`src/hw/rtl/kesd_pkg.sv`:
```
package kesd_pkg;

    // Number of configured key sequences: left, right, up, down, delete, backspace
    localparam int NUM_KEYS = 6;
    localparam int BYTE_W   = 8;
    localparam int SEQ_W    = 64;
    localparam int KEY_W    = 3;

    // Key codes, in priority order
    localparam logic [KEY_W-1:0] KEY_LEFT      = 3'd0;
    localparam logic [KEY_W-1:0] KEY_RIGHT     = 3'd1;
    localparam logic [KEY_W-1:0] KEY_UP        = 3'd2;
    localparam logic [KEY_W-1:0] KEY_DOWN      = 3'd3;
    localparam logic [KEY_W-1:0] KEY_DELETE    = 3'd4;
    localparam logic [KEY_W-1:0] KEY_BACKSPACE = 3'd5;

    typedef logic [BYTE_W-1:0] byte_t;
    typedef logic [SEQ_W-1:0]  seq_t;
    typedef logic [KEY_W-1:0]  key_t;

    // Verdict of the compare unit for one key against the pending bytes
    typedef struct packed {
        logic full;    // pending bytes equal the whole sequence
        logic prefix;  // pending bytes are a proper prefix of the sequence
    } kesd_match_t;

endpackage

```
`src/hw/rtl/kesd_cfg_regs.sv`:
```
module kesd_cfg_regs (
    input  logic          aclk,
    input  logic          aresetn,
    input  logic          cfg_wr_en,
    input  kesd_pkg::key_t cfg_addr,
    input  kesd_pkg::seq_t cfg_wr_data,
    input  kesd_pkg::key_t rd_key,
    output kesd_pkg::seq_t rd_seq
);
    import kesd_pkg::*;

    seq_t seq_reg [NUM_KEYS];

    // Sequence registers; writes beyond the last key are dropped
    always_ff @(posedge aclk) begin
        if (!aresetn) begin
            for (int i = 0; i < NUM_KEYS; i++) begin
                seq_reg[i] <= '0;
            end
        end else if (cfg_wr_en && (cfg_addr < key_t'(NUM_KEYS))) begin
            seq_reg[cfg_addr] <= cfg_wr_data;
        end
    end

    // Read port for the key under test
    assign rd_seq = (rd_key < key_t'(NUM_KEYS)) ? seq_reg[rd_key] : '0;

endmodule

```
`src/hw/rtl/kesd_match_unit.sv`:
```
module kesd_match_unit #(
    parameter int MAX_SEQ_LEN = 8,
    parameter int CNT_W       = $clog2(MAX_SEQ_LEN + 1)
) (
    input  kesd_pkg::seq_t      seq,
    input  kesd_pkg::byte_t     pend_bytes [MAX_SEQ_LEN],
    input  logic [CNT_W-1:0]    pend_count,
    output kesd_pkg::kesd_match_t result
);
    import kesd_pkg::*;

    logic [CNT_W-1:0] seq_len;
    logic             len_done;
    logic             head_ok;

    // Sequence length: bytes before the first zero byte
    always_comb begin
        seq_len  = '0;
        len_done = 1'b0;
        for (int i = 0; i < MAX_SEQ_LEN; i++) begin
            if (!len_done && (seq[BYTE_W*i +: BYTE_W] != '0)) begin
                seq_len = CNT_W'(i + 1);
            end else begin
                len_done = 1'b1;
            end
        end
    end

    // Head compare over the pending bytes, all positions in parallel
    always_comb begin
        head_ok = 1'b1;
        for (int i = 0; i < MAX_SEQ_LEN; i++) begin
            if ((CNT_W'(i) < pend_count) && (pend_bytes[i] != seq[BYTE_W*i +: BYTE_W])) begin
                head_ok = 1'b0;
            end
        end
    end

    assign result.full   = head_ok && (seq_len != '0) && (seq_len == pend_count);
    assign result.prefix = head_ok && (seq_len > pend_count);

endmodule

```
`src/hw/rtl/key_escape_sequence_decoder.sv`:
```
// Key escape sequence decoder. Each byte from the terminal is appended to a
// pending buffer of up to MAX_SEQ_LEN bytes (a further byte overwrites the
// newest). The pending bytes are then tested against the six configured key
// sequences (left, right, up, down, delete, backspace; an all-zero register
// disables its key) by one shared compare unit, one key per cycle while the
// output is not stalled. A full match emits the key code with tuser set; a
// prefix of some sequence waits for more bytes; otherwise the oldest pending
// byte goes out as a plain byte and the rest is rescanned. The last result
// caused by an input byte carries tlast; a byte that only extends a prefix
// produces no result. One input byte is accepted, scanned in up to
// MAX_SEQ_LEN passes over the six keys and then flushed; the sequence
// registers are read through a single port into the compare unit, and
// s_tready is high only while the decoder is idle.
// Configuration is written with cfg_wr_en / cfg_addr / cfg_wr_data while idle.
module key_escape_sequence_decoder #(
    parameter int MAX_SEQ_LEN = 8
) (
    input  logic                  aclk,
    input  logic                  aresetn,
    // input byte stream
    input  logic                  s_tvalid,
    output logic                  s_tready,
    input  logic [7:0]            s_tdata,    // [7:0] in_byte
    // decoded stream
    output logic                  m_tvalid,
    input  logic                  m_tready,
    output logic [7:0]            m_tdata,    // [7:0] value
    output logic [0:0]            m_tuser,    // [0] is_key
    output logic                  m_tlast,
    // configuration write port
    input  logic                  cfg_wr_en,
    input  kesd_pkg::key_t        cfg_addr,
    input  kesd_pkg::seq_t        cfg_wr_data
);
    import kesd_pkg::*;

    localparam int CNT_W = $clog2(MAX_SEQ_LEN + 1);
    localparam int IDX_W = $clog2(MAX_SEQ_LEN);

    localparam logic [1:0] ST_IDLE  = 2'd0;
    localparam logic [1:0] ST_SCAN  = 2'd1;
    localparam logic [1:0] ST_FLUSH = 2'd2;

    logic [1:0]       state_reg,    state_next;
    key_t             key_reg,      key_next;
    logic             prefix_reg,   prefix_next;
    logic [CNT_W-1:0] count_reg,    count_next;
    byte_t            pend_reg [MAX_SEQ_LEN];

    logic             held_vld_reg, held_vld_next;
    logic             held_key_reg, held_key_next;
    byte_t            held_val_reg, held_val_next;

    logic             out_vld_reg,  out_vld_next;
    logic             out_key_reg,  out_key_next;
    byte_t            out_val_reg,  out_val_next;
    logic             out_last_reg, out_last_next;

    logic             in_req;
    logic             out_free;
    logic             do_append;
    logic             do_shift;
    logic [IDX_W-1:0] wr_idx;
    seq_t             cur_seq;
    kesd_match_t      match;
    logic             new_res;
    logic             new_key;
    byte_t            new_val;
    logic             prefix_acc;

    kesd_cfg_regs u_cfg (
        .aclk        (aclk),
        .aresetn     (aresetn),
        .cfg_wr_en   (cfg_wr_en),
        .cfg_addr    (cfg_addr),
        .cfg_wr_data (cfg_wr_data),
        .rd_key      (key_reg),
        .rd_seq      (cur_seq)
    );

    kesd_match_unit #(
        .MAX_SEQ_LEN (MAX_SEQ_LEN),
        .CNT_W       (CNT_W)
    ) u_match (
        .seq        (cur_seq),
        .pend_bytes (pend_reg),
        .pend_count (count_reg),
        .result     (match)
    );

    assign s_tready = (state_reg == ST_IDLE);
    assign in_req   = s_tvalid && s_tready;
    assign out_free = !out_vld_reg || m_tready;

    assign m_tvalid   = out_vld_reg;
    assign m_tdata    = out_val_reg;
    assign m_tuser[0] = out_key_reg;
    assign m_tlast    = out_last_reg;

    // Full buffer: the newest byte is overwritten
    assign wr_idx = (count_reg >= CNT_W'(MAX_SEQ_LEN)) ? IDX_W'(MAX_SEQ_LEN - 1)
                                                        : count_reg[IDX_W-1:0];

    assign prefix_acc = prefix_reg || match.prefix;

    // Sequencer
    always_comb begin
        state_next    = state_reg;
        key_next      = key_reg;
        prefix_next   = prefix_reg;
        count_next    = count_reg;
        held_vld_next = held_vld_reg;
        held_key_next = held_key_reg;
        held_val_next = held_val_reg;
        out_vld_next  = out_vld_reg && !m_tready;
        out_key_next  = out_key_reg;
        out_val_next  = out_val_reg;
        out_last_next = out_last_reg;
        do_append     = 1'b0;
        do_shift      = 1'b0;
        new_res       = 1'b0;
        new_key       = 1'b0;
        new_val       = '0;

        case (state_reg)
            ST_IDLE: begin
                if (in_req) begin
                    do_append   = 1'b1;
                    count_next  = (count_reg >= CNT_W'(MAX_SEQ_LEN)) ? CNT_W'(MAX_SEQ_LEN)
                                                                      : count_reg + 1'b1;
                    key_next    = KEY_LEFT;
                    prefix_next = 1'b0;
                    state_next  = ST_SCAN;
                end
            end
            ST_SCAN: begin
                if (out_free) begin
                    if (match.full) begin
                        new_res    = 1'b1;
                        new_key    = 1'b1;
                        new_val    = BYTE_W'(key_reg);
                        count_next = '0;
                        state_next = ST_FLUSH;
                    end else if (key_reg != KEY_BACKSPACE) begin
                        key_next    = key_reg + 1'b1;
                        prefix_next = prefix_acc;
                    end else if (prefix_acc) begin
                        state_next = ST_FLUSH;
                    end else begin
                        // no key can follow: oldest byte leaves as plain data
                        new_res     = 1'b1;
                        new_key     = 1'b0;
                        new_val     = pend_reg[0];
                        do_shift    = 1'b1;
                        count_next  = count_reg - 1'b1;
                        key_next    = KEY_LEFT;
                        prefix_next = 1'b0;
                        state_next  = (count_reg == CNT_W'(1)) ? ST_FLUSH : ST_SCAN;
                    end
                end
            end
            ST_FLUSH: begin
                if (out_free) begin
                    if (held_vld_reg) begin
                        out_vld_next  = 1'b1;
                        out_key_next  = held_key_reg;
                        out_val_next  = held_val_reg;
                        out_last_next = 1'b1;
                        held_vld_next = 1'b0;
                    end
                    state_next = ST_IDLE;
                end
            end
            default: begin
                state_next = ST_IDLE;
            end
        endcase

        // A new result pushes the held one out; last is known only at the end
        if (new_res) begin
            if (held_vld_reg) begin
                out_vld_next  = 1'b1;
                out_key_next  = held_key_reg;
                out_val_next  = held_val_reg;
                out_last_next = 1'b0;
            end
            held_vld_next = 1'b1;
            held_key_next = new_key;
            held_val_next = new_val;
        end
    end

    // Control state
    always_ff @(posedge aclk) begin
        if (!aresetn) begin
            state_reg    <= ST_IDLE;
            key_reg      <= KEY_LEFT;
            prefix_reg   <= 1'b0;
            count_reg    <= '0;
            held_vld_reg <= 1'b0;
            out_vld_reg  <= 1'b0;
        end else begin
            state_reg    <= state_next;
            key_reg      <= key_next;
            prefix_reg   <= prefix_next;
            count_reg    <= count_next;
            held_vld_reg <= held_vld_next;
            out_vld_reg  <= out_vld_next;
        end
    end

    // Payload registers
    always_ff @(posedge aclk) begin
        held_key_reg <= held_key_next;
        held_val_reg <= held_val_next;
        out_key_reg  <= out_key_next;
        out_val_reg  <= out_val_next;
        out_last_reg <= out_last_next;
    end

    // Pending byte buffer: append at the tail, shift out at the head
    always_ff @(posedge aclk) begin
        if (do_append) begin
            pend_reg[wr_idx] <= s_tdata;
        end else if (do_shift) begin
            for (int i = 0; i < MAX_SEQ_LEN - 1; i++) begin
                pend_reg[i] <= pend_reg[i+1];
            end
        end
    end

`ifndef SYNTH
    a_count_bound: assert property (@(posedge aclk) disable iff (!aresetn)
        count_reg <= CNT_W'(MAX_SEQ_LEN))
        else $error("pending count above buffer depth");

    a_scan_nonempty: assert property (@(posedge aclk) disable iff (!aresetn)
        (state_reg == ST_SCAN) |-> (count_reg != '0))
        else $error("scan with no pending bytes");

    a_idle_no_held: assert property (@(posedge aclk) disable iff (!aresetn)
        (state_reg == ST_IDLE) |-> !held_vld_reg)
        else $error("held result left behind in idle");

    a_key_range: assert property (@(posedge aclk) disable iff (!aresetn)
        (state_reg == ST_SCAN) |-> (key_reg < key_t'(NUM_KEYS)))
        else $error("key index out of range");

    a_full_ends: assert property (@(posedge aclk) disable iff (!aresetn)
        (state_reg == ST_SCAN && out_free && match.full) |=>
            (state_reg == ST_FLUSH && count_reg == '0 && held_vld_reg && held_key_reg))
        else $error("full match did not end the scan");
`endif

endmodule
```
`config.mk`:
```
export PLATFORM = sky130hd
export DESIGN_NAME = key_escape_sequence_decoder
export DESIGN_NICKNAME = d
export VERILOG_FILES = /design/src/hw/rtl/kesd_pkg.sv /design/src/hw/rtl/kesd_cfg_regs.sv /design/src/hw/rtl/kesd_match_unit.sv /design/src/hw/rtl/key_escape_sequence_decoder.sv
export SDC_FILE = /design/constraint.sdc
export NUM_CORES = 1
export LEC_CHECK = 0
export ABC_AREA = 1
export BUFFER_PORTS_ARGS = -buffer_cell sky130_fd_sc_hd__buf_2
export CAP_MARGIN = 15
export CORE_AREA = 2 2 248 250
export DETAILED_ROUTE_END_ITERATION = 8
export DIE_AREA = 0 0 250 252
export PLACE_DENSITY = 0.79
export RECOVER_POWER = 50
export SYNTH_ARGS = -nofsm -noshare
export SYNTH_HDL_FRONTEND = slang
export SYNTH_HIERARCHICAL = 1
export SYNTH_SLANG_ARGS = --single-unit
```
`constraint.sdc`:
```
create_clock -name aclk -period 6.25 [get_ports aclk]
set_input_delay 1.25 -clock aclk [delete_from_list [all_inputs] [get_ports aclk]]
set_output_delay 1.25 -clock aclk [all_outputs]
set_load 0.005 [all_outputs]
```
# Yosys cells after proc, flatten, opt, wreduce, memory -nomap -nowiden
# Memories as Yosys holds them, arrays and structs flattened. A register that Yosys moved wholly into a read port is not among the register bits.
# Index checks and enable logic that the tools add are counted.
dict set report totals {
  memories 1
  mem_bits_rw 384
  latch_bits 0
  reg_bits 95
  word_cells 217
  output_inout_bits 12
  mem_bits_ro 0
}
dict set report op_classes {
  muxes 103
  n_shift 0
  n_bitwise 3
  n_reduce_logical 53
  n_mul 0
  order_cmp 14
  n_eq_ne 20
  n_addsub 3
  div 0
}
# memory words width read_ports rd_clocked_by_memory_dff wr line
set memory_table {}
lappend memory_table {u_cfg.seq_reg 6 64 1 1 6 kesd_cfg_regs.sv:12} ;# seq_t seq_reg [NUM_KEYS];
# operator count
set op_table {}
lappend op_table {{$mux 64} 2}
lappend op_table {{$mux 56} 2}
lappend op_table {{$bwmux 64} 1}
lappend op_table {{$ne 8x8->1} 8}
lappend op_table {{$reduce_bool 8->1} 8}
lappend op_table {{$reduce_or 64->1} 1}
lappend op_table {{$mux 1} 55}
lappend op_table {{$mux 4} 13}
lappend op_table {{$mux 8} 6}
lappend op_table {{$mux 3} 12}
lappend op_table {{$demux 8 s3} 1}
lappend op_table {{$logic_and 1x1->1} 22}
lappend op_table {{$lt 3x4->1 const A} 4}
lappend op_table {{$mux 2} 7}
lappend op_table {{$ne 3x3->1 const B} 4}
lappend op_table {{$reduce_and 5->1} 2}
lappend op_table {{$ge 4x4->1 const B} 2}
lappend op_table {{$logic_not 1->1} 8}
lappend op_table {{$lt 1x4->1 const A} 2}
lappend op_table {{$lt 2x4->1 const A} 2}
lappend op_table {{$pmux 4 s2} 1}
lappend op_table {{$reduce_bool 2->1} 4}
lappend op_table {{$lt 3x3->1 const B} 2}
lappend op_table {{$ne 2x2->1 const B} 3}
lappend op_table {{other kinds (21)} 24}

# Longest topological paths before layout
# Gate-level depths: netlist of run 1.
dict set report depth {
  depth_word 33
  mapped_depth 32
  ltp_nobuf 29
}

# Hierarchy
# Netlist of run 1, hierarchy kept.
# mod instances seq_area_each_um2 area_per_inst_um2 cells_per_inst
set modules_own_cells {}
lappend modules_own_cells {kesd_cfg_regs 1 15374.7 23789.1 2608}
lappend modules_own_cells {key_escape_sequence_decoder 1 2732.6 4416.7 417}
lappend modules_own_cells {kesd_match_unit 1 0.0 1624.1 372}

# Worst setup path before layout of run 1
# OpenSTA, ideal clock, no wires.
dict set report synth_timing {
  path_kind {input to register}
  from {in cfg_addr[2]}
  to {mem u_cfg/seq_reg[5][0] (netlist name) (enable)}
  path_slack_ps -483
  n_path_buf 0
  required_time_ps 5670
  path_stages 3
  arrival_ps 6153
  path_cell_list {nand2_1 nand2_1 o31ai_1}
}
# element line
set synth_lines {}
lappend synth_lines {{start: declaration} key_escape_sequence_decoder.sv:32} ;# input kesd_pkg::key_t cfg_addr,
lappend synth_lines {{end: declaration} kesd_cfg_regs.sv:12}

==> run summary, run 1 <==
Clock skew = 27.3 ps
TritonCTS buffer count = 60
Post-CTS Resized = 0
Worst slew pin tran = 4880 ps
Failing checks = max-capacitance violations, max-slew violations
Synth Cell Area = 0.0298 sq mm
Yosys warning total = 6
Power per cell area = 375 mW/mm^2
RSZ-0062 raised after global routing = no
Critical Path Start Type = input pin
Final Power = 12.4 mW
Critical path class = input pin to flip-flop
CP max FO = 64
HP Start = prefix_reg
# diodes = 0
Pleak = 15.3 nW
First-pass GRT wire length = 114000 um
Die width = 250 um
Routed WL per cell = 16.4 um
# setup viols final = 0
Final HPWL DP = 41800 um
Cell count after synthesis = 3397
Die Y = 252 um
Highest clock rate = 176 MHz
Clock sinks = 607
Worst reg2reg path depth = 27
Flip-flop and latch count after synthesis = 607
Clock transition at path regs = 60 ps
Final core occ = 0.548
Max incr delay on CP = 3410 ps
CTS root buffer = clkbuf_16
DRC Markers = 0
Synthesis-to-finish area growth = 10.6%
H-tree levels = 2
Fraction of registers with async set/reset = 0
Initial core utilization = 0.496
Nets = 3648
Top cells by area, synth = edfxtp_1, nand2_1, inv_1
Vias in the first global route = 21786
Fin. Hold Viols = 0
Setup_tns = 0 ps
Post-DRT Antenna Nets = 0
# IOs = 92
Rows = 90
CTS tree = built
Clock Latency Late Sink = 650 ps
Hold Path Stages = 2
Area leader, netlist = edfxtp_1
Via density = 5.07
Most used DFF post-synth = edfxtp_1
Worst min-delay path category = flip-flop to flip-flop
Crit-path cells = buf_2, clkbuf_1, o31ai_4, clkbuf_1
Multi-input logic area = 0.00891 sq mm
GRT Total Usage = 0.229
Routed wire length = 72200 um
Via count = 22283
Initial antenna violation count = 0
Yosys cell types = 42
Hold endpoint = prefix_reg
GR Overflow Total = 0
DRT iter0 DRCs = 2098
Max IR drop VDD = 0.323 mV
Share of cells above drive strength 1 = 0.0667
Sequential cell area = 0.0181 sq mm
Cts-stage hold buffer count = 0
Fill count = 5283
Slew headroom = -2.25
Die ar. = 0.0630 sq mm
WP data arrival = 5790 ps
Largest net degree at the start of global routing = 192
Crit path max-delay cell type = clkbuf_1
Critical path's most frequent cell = clkbuf_1
Worst setup EP type = flip-flop
Status = finished with violations
Port bufs = 91
Avg Cell Area, Syn = 8.78 sq um
Max cap viols = 8
R2r startpoint = key_reg[0]
Worst Setup SP = aresetn
Total core area = 0.0601 sq mm
Post-route minimum period = 5690 ps
Worst-case clock buffer depth = 3
Max reg flops = 512
Sequential share of the synthesized area = 0.607
Yosys top cell area share = 0.599
Reg2reg setup slack = 1050 ps
Worst Path Required = 6360 ps
Pins Over Slew Limit = 392
Post-synth EDFFs = 595
GP Congestion = 0.889
Tcrit/Tclk final = 0.910
# Post-CTS Setup Buffers = 0
Drt pass-1 iters = 6
report_power, final:
| part | internal [mW] | switching [mW] | leakage (nW) | total [mW] |
|---|---|---|---|---|
| combinational | 1.14 | 2.76 | 8.58 | 3.90 |
| clock | 1.87 | 1.54 | 0.919 | 3.42 |
| sequential | 4.85 | 0.193 | 5.80 | 5.05 |
| total | 7.87 | 4.49 | 15.3 | 12.4 |
worst max-delay path by stage:
| stage | end | slack [ps] | cells past startpoint |
|---|---|---|---|
| finish | u_cfg/seq_reg[5][17] | 560 | 4 |
| global route | u_cfg/seq_reg[5][17] | 380 | 4 |
| CTS | flip-flop | 1140 | 27 |
| detailed placement | flip-flop | 1190 | 26 |
| global placement | flip-flop | 1360 | 26 |
| floorplan | u_cfg/seq_reg[5][0] | 1510 | 3 |
kinds of logic after synthesis:
logic type / after synthesis / share of synthesized area
xor+xnor: 19 / 0.00558
buf+inv: 802 / 0.108
mux: 9 / 0.00302
other cells: 1 / 0.000126
fa+ha+maj: 7 / 0.00294
flops: 607 / 0.607
simple gates: 1803 / 0.246
compound gates: 149 / 0.0269
layer usage:
metal  up-vias  track usage  share of wire
li1      10731            -              -
met1     10457        0.289           0.40
met2       922        0.395           0.49
met3       173       0.0358          0.078
met4         0       0.0980          0.037
met5         -            0              0
area by class of cell:
class                   instances  area share
repair buffers                114      0.0194
inverters                     663      0.0757
clock inverters                39     0.00820
multi-input cells            2115       0.270
flip-flops and latches        607       0.549
well taps                     782      0.0297
clock buffers                  74      0.0477
worst max-delay path, delay by kind of cell:
| family | cells | cell delay (ps) |
|---|---|---|
| compound gates | 1 | 190 |
| buf+inv | 3 | 4170 |
through the flow:
step	setup slack [ps]	hold slack [ps]	std cells	instance area, sq um
after floorplan	1510	452	3524	30300
after global placement	1360	490	4281	31300
after detailed placement	1190	499	4281	31300
after CTS	1140	513	4394	33200
after global routing	384	542	4394	33000
final	561	517	4394	33000
synthesized netlist by cell type (14+ instances only):
library cell and instances:
xor2_1 15, inv_1 647, nand3_1 223, o21ai_1 30, edfxtp_1 595, nor2_1 428
nor2_2 14, o21ai_0 89, inv_2 14, buf_2 56, clkbuf_1 46, nand2_1 1095
cell usage in the layout, fill, tap and decap left out, types with 9 or more instances in the layout:
cell / n
a21oi_1: 13
buf_2: 74
buf_4: 14
clkbuf_1: 33
clkbuf_16: 60
clkinv_1: 12
clkinv_2: 19
conb_1: 128
dfxtp_1: 10
edfxtp_1: 595
inv_1: 647
inv_2: 14
mux2i_1: 9
nand2_1: 1090
nand3_1: 226
nand4_1: 11
nor2_1: 428
nor2_2: 13
o21ai_0: 117
o21ai_1: 9
xor2_1: 15
Note: power is estimated with default switching activity, not from simulation.
==> run 2: changes to the inputs <==
--- a/config.mk
+++ b/config.mk
@@ -8,11 +8,12 @@
 export ABC_AREA = 1
 export BUFFER_PORTS_ARGS = -buffer_cell sky130_fd_sc_hd__buf_2
 export CAP_MARGIN = 15
-export CORE_AREA = 2 2 248 250
+export CELL_PAD_IN_SITES_DETAIL_PLACEMENT = 1
+export CELL_PAD_IN_SITES_GLOBAL_PLACEMENT = 2
+export CORE_AREA = 2 2 291 293
 export DETAILED_ROUTE_END_ITERATION = 8
-export DIE_AREA = 0 0 250 252
-export PLACE_DENSITY = 0.79
-export RECOVER_POWER = 50
+export DIE_AREA = 0 0 293 295
+export PLACE_DENSITY = 0.88
 export SYNTH_ARGS = -nofsm -noshare
 export SYNTH_HDL_FRONTEND = slang
 export SYNTH_HIERARCHICAL = 1
==> run 2 against run 1 <==
Effect of this change: wire length increased by 20%; clock-buffer cell count is 14 higher; critical endpoint is now pend_reg[45]; power is 8.1% higher; largest cell class unchanged; utilization fell by 14 points; highest routed layer unchanged; critical path depth rose by 18; the run now ends clean; cell count increased by 7.3%; clock skew is 4.7 ps higher; sequential power barely moved; combinational power up 6.7%; critical path type is now flip-flop to flip-flop.
==> run summary, run 2 (synthesized netlist as in run 1, its figures left out) <==
WP data arrival = 5390 ps (was 5790 ps)
WHS = 492 ps (was 517 ps)
Drt pass-1 iters = 5 (was 6)
Slew headroom = 0.276 (was -2.25)
Port bufs = 91 (unchanged)
First-pass GRT wire length = 134000 um (was 114000 um)
# IOs = 92 (unchanged)
Fin. Hold Viols = 0 (unchanged)
# Post-CTS Setup Buffers = 0 (unchanged)
Clock sinks = 607 (unchanged)
Rows = 106 (was 90)
Multi-input logic area = 0.00907 sq mm (was 0.00891 sq mm)
Status = completed (was finished with violations)
Clock skew = 32.1 ps (was 27.3 ps)
Die width = 293 um (was 250 um)
CP max FO = 85 (was 64)
Fin cells = 4716 (was 4394)
Vias in the first global route = 23403 (was 21786)
Highest clock rate = 195 MHz (was 176 MHz)
Pleak = 15.7 nW (was 15.3 nW)
Final HPWL DP = 53500 um (was 41800 um)
Final Worst Setup Slack = 1110 ps (was 561 ps)
Most frequent cells in the layout = nand2_1, inv_1, edfxtp_1 (unchanged)
Routed WL per cell = 18.4 um (was 16.4 um)
Pint = 8.53 mW (was 7.87 mW)
Initial core utilization = 0.359 (was 0.496)
DRC Markers = 0 (unchanged)
H-tree levels = 3 (was 2)
Crit path max-delay cell type = nor4_1 (was clkbuf_1)
Worst Path Required = 6500 ps (was 6360 ps)
Initial antenna violation count = 0 (unchanged)
Pins Over Slew Limit = 0 (was 392)
# diodes = 0 (unchanged)
Post-DRT Antenna Nets = 0 (unchanged)
Max IR drop VDD = 0.227 mV (was 0.323 mV)
DP Worst Slack = 1190 ps (about the same)
TritonCTS buffer count = 71 (was 60)
Total core area = 0.0832 sq mm (was 0.0601 sq mm)
Post-route minimum period = 5140 ps (was 5690 ps)
Clock share of power = 0.309 (was 0.276)
Clock Latency Late Sink = 610 ps (was 650 ps)
GR Overflow Total = 0 (unchanged)
Share of cells above drive strength 1 = 0.0839 (was 0.0667)
Power per cell area = 392 mW/mm^2 (was 375 mW/mm^2)
GRT Total Usage = 0.203 (was 0.229)
Worst min-delay path category = flip-flop to flip-flop (unchanged)
Combinational power share = 0.311 (was 0.315)
DRT iter0 DRCs = 1155 (was 2098)
# setup viols final = 0 (unchanged)
Die ar. = 0.0864 sq mm (was 0.0630 sq mm)
Max cap viols = 0 (was 8)
Cts-stage hold buffer count = 0 (unchanged)
Routed wire length = 86800 um (was 72200 um)
Die Y = 295 um (was 252 um)
Tcrit/Tclk final = 0.823 (was 0.910)
RSZ-0062 raised after global routing = no (unchanged)
Via count = 22383 (was 22283)
Setup_tns = 0 ps (unchanged)
Post-CTS Resized = 0 (unchanged)
Via density = 4.75 (was 5.07)
CTS tree = built (unchanged)
Crit-path cells = buf_4, nand2_1, nand3_1, nand2_1, nand2_1, nand2_1, nor2_1, nand3_1, nor4_1, nor2_4, nand2_1, inv_1, ha_1, a21oi_1, o21ai_0, nand3_1, nor2_1, nor2_1, nand2_1, inv_1, nand3_2, nand2_1 (was buf_2, clkbuf_1, o31ai_4, clkbuf_1)
Critical path's most frequent cell = nand2_1 (was clkbuf_1)
Fill count = 9643 (was 5283)
Most common cell after layout, fill and taps aside = nand2_1 (unchanged)
CTS root buffer = clkbuf_16 (unchanged)
Max reg flops = 512 (unchanged)
Worst setup EP type = flip-flop (unchanged)
Synthesis-to-finish area growth = 14.4% (was 10.6%)
Worst slew pin tran = 1090 ps (was 4880 ps)
Clock transition at path regs = 60 ps (about the same)
P_sw = 4.84 mW (was 4.49 mW)
Sequential cell area = 0.0181 sq mm (unchanged)
Sw frac = 0.362 (was 0.364)
Max incr delay on CP = 720 ps (was 3410 ps)
Cells after DPL = 4593 (was 4281)
GP Congestion = 0.814 (was 0.889)
Critical path class = flip-flop to flip-flop (was input pin to flip-flop)
Largest net degree at the start of global routing = 116 (was 192)
Sequential Power Share = 0.379 (was 0.408)
Worst-case clock buffer depth = 3 (unchanged)
Nets = 3674 (was 3648)
Worst Path Buf+Inv = 3 (unchanged)
CP delay by family, top = simple AND/OR/NAND/NOR gates (was buffers and inverters)
Critical Path Start Type = flip-flop (was input pin)
==> run 2: power groups by stage <==
stage	combinational, mW	clock [mW]	sequential, mW
global placement	4.07	0	5.14
floorplan	2.94	0	5.05
global route	4.72	4.37	5.11
detailed placement	4.15	0	5.15
CTS	4.19	4.22	5.07
finish	4.16	4.13	5.07
==> run 2: worst paths after layout <==
kind,startpoint,end,cells past startpoint,slack (ps)
worst min-delay path,prefix_reg,prefix_reg,2,490
worst min register to register,prefix_reg,prefix_reg,2,490
worst max-delay path,key_reg[0],pend_reg[45],22,1110
worst max register to register,key_reg[0],pend_reg[45],22,1110
==> run 2: worst min-delay path, stage by stage, from the launching register on <==
cell     delay (ps)
dfxtp_1         330
a21oi_1          40
nor2_1           80
==> run 2: stage by stage <==
step | power (mW) | cell area (sq um) | utilization
2_1_floorplan | 7.99 | 30300 | -
3_3_place_gp | 9.21 | 31800 | 0.383
3_5_place_dp | 9.30 | 31800 | 0.383
4_1_cts | 13.5 | 34100 | 0.410
5_1_grt | 14.2 | 34100 | 0.411
6_report | 13.4 | 34100 | 0.411
==> run 2: cell type report <==
cell class,count,share of cell area
clock buffer,88,0.0558
clock inverter,34,0.0114
inverter,663,0.0732
multi-input combinational,2115,0.266
sequential,607,0.531
tap,1080,0.0396
timing repair buffer,129,0.0239
==> run 2: metal layers <==
| layer | GRT usage | up-vias | wire [um] |
|---|---|---|---|
| met2 | 0.359 | 374 | 42800 |
| met4 | 0.0582 | 0 | 1900 |
| li1 | - | 10778 | - |
| met3 | 0.0220 | 111 | 2990 |
| met1 | 0.264 | 11120 | 39100 |
| met5 | 0 | - | 0 |
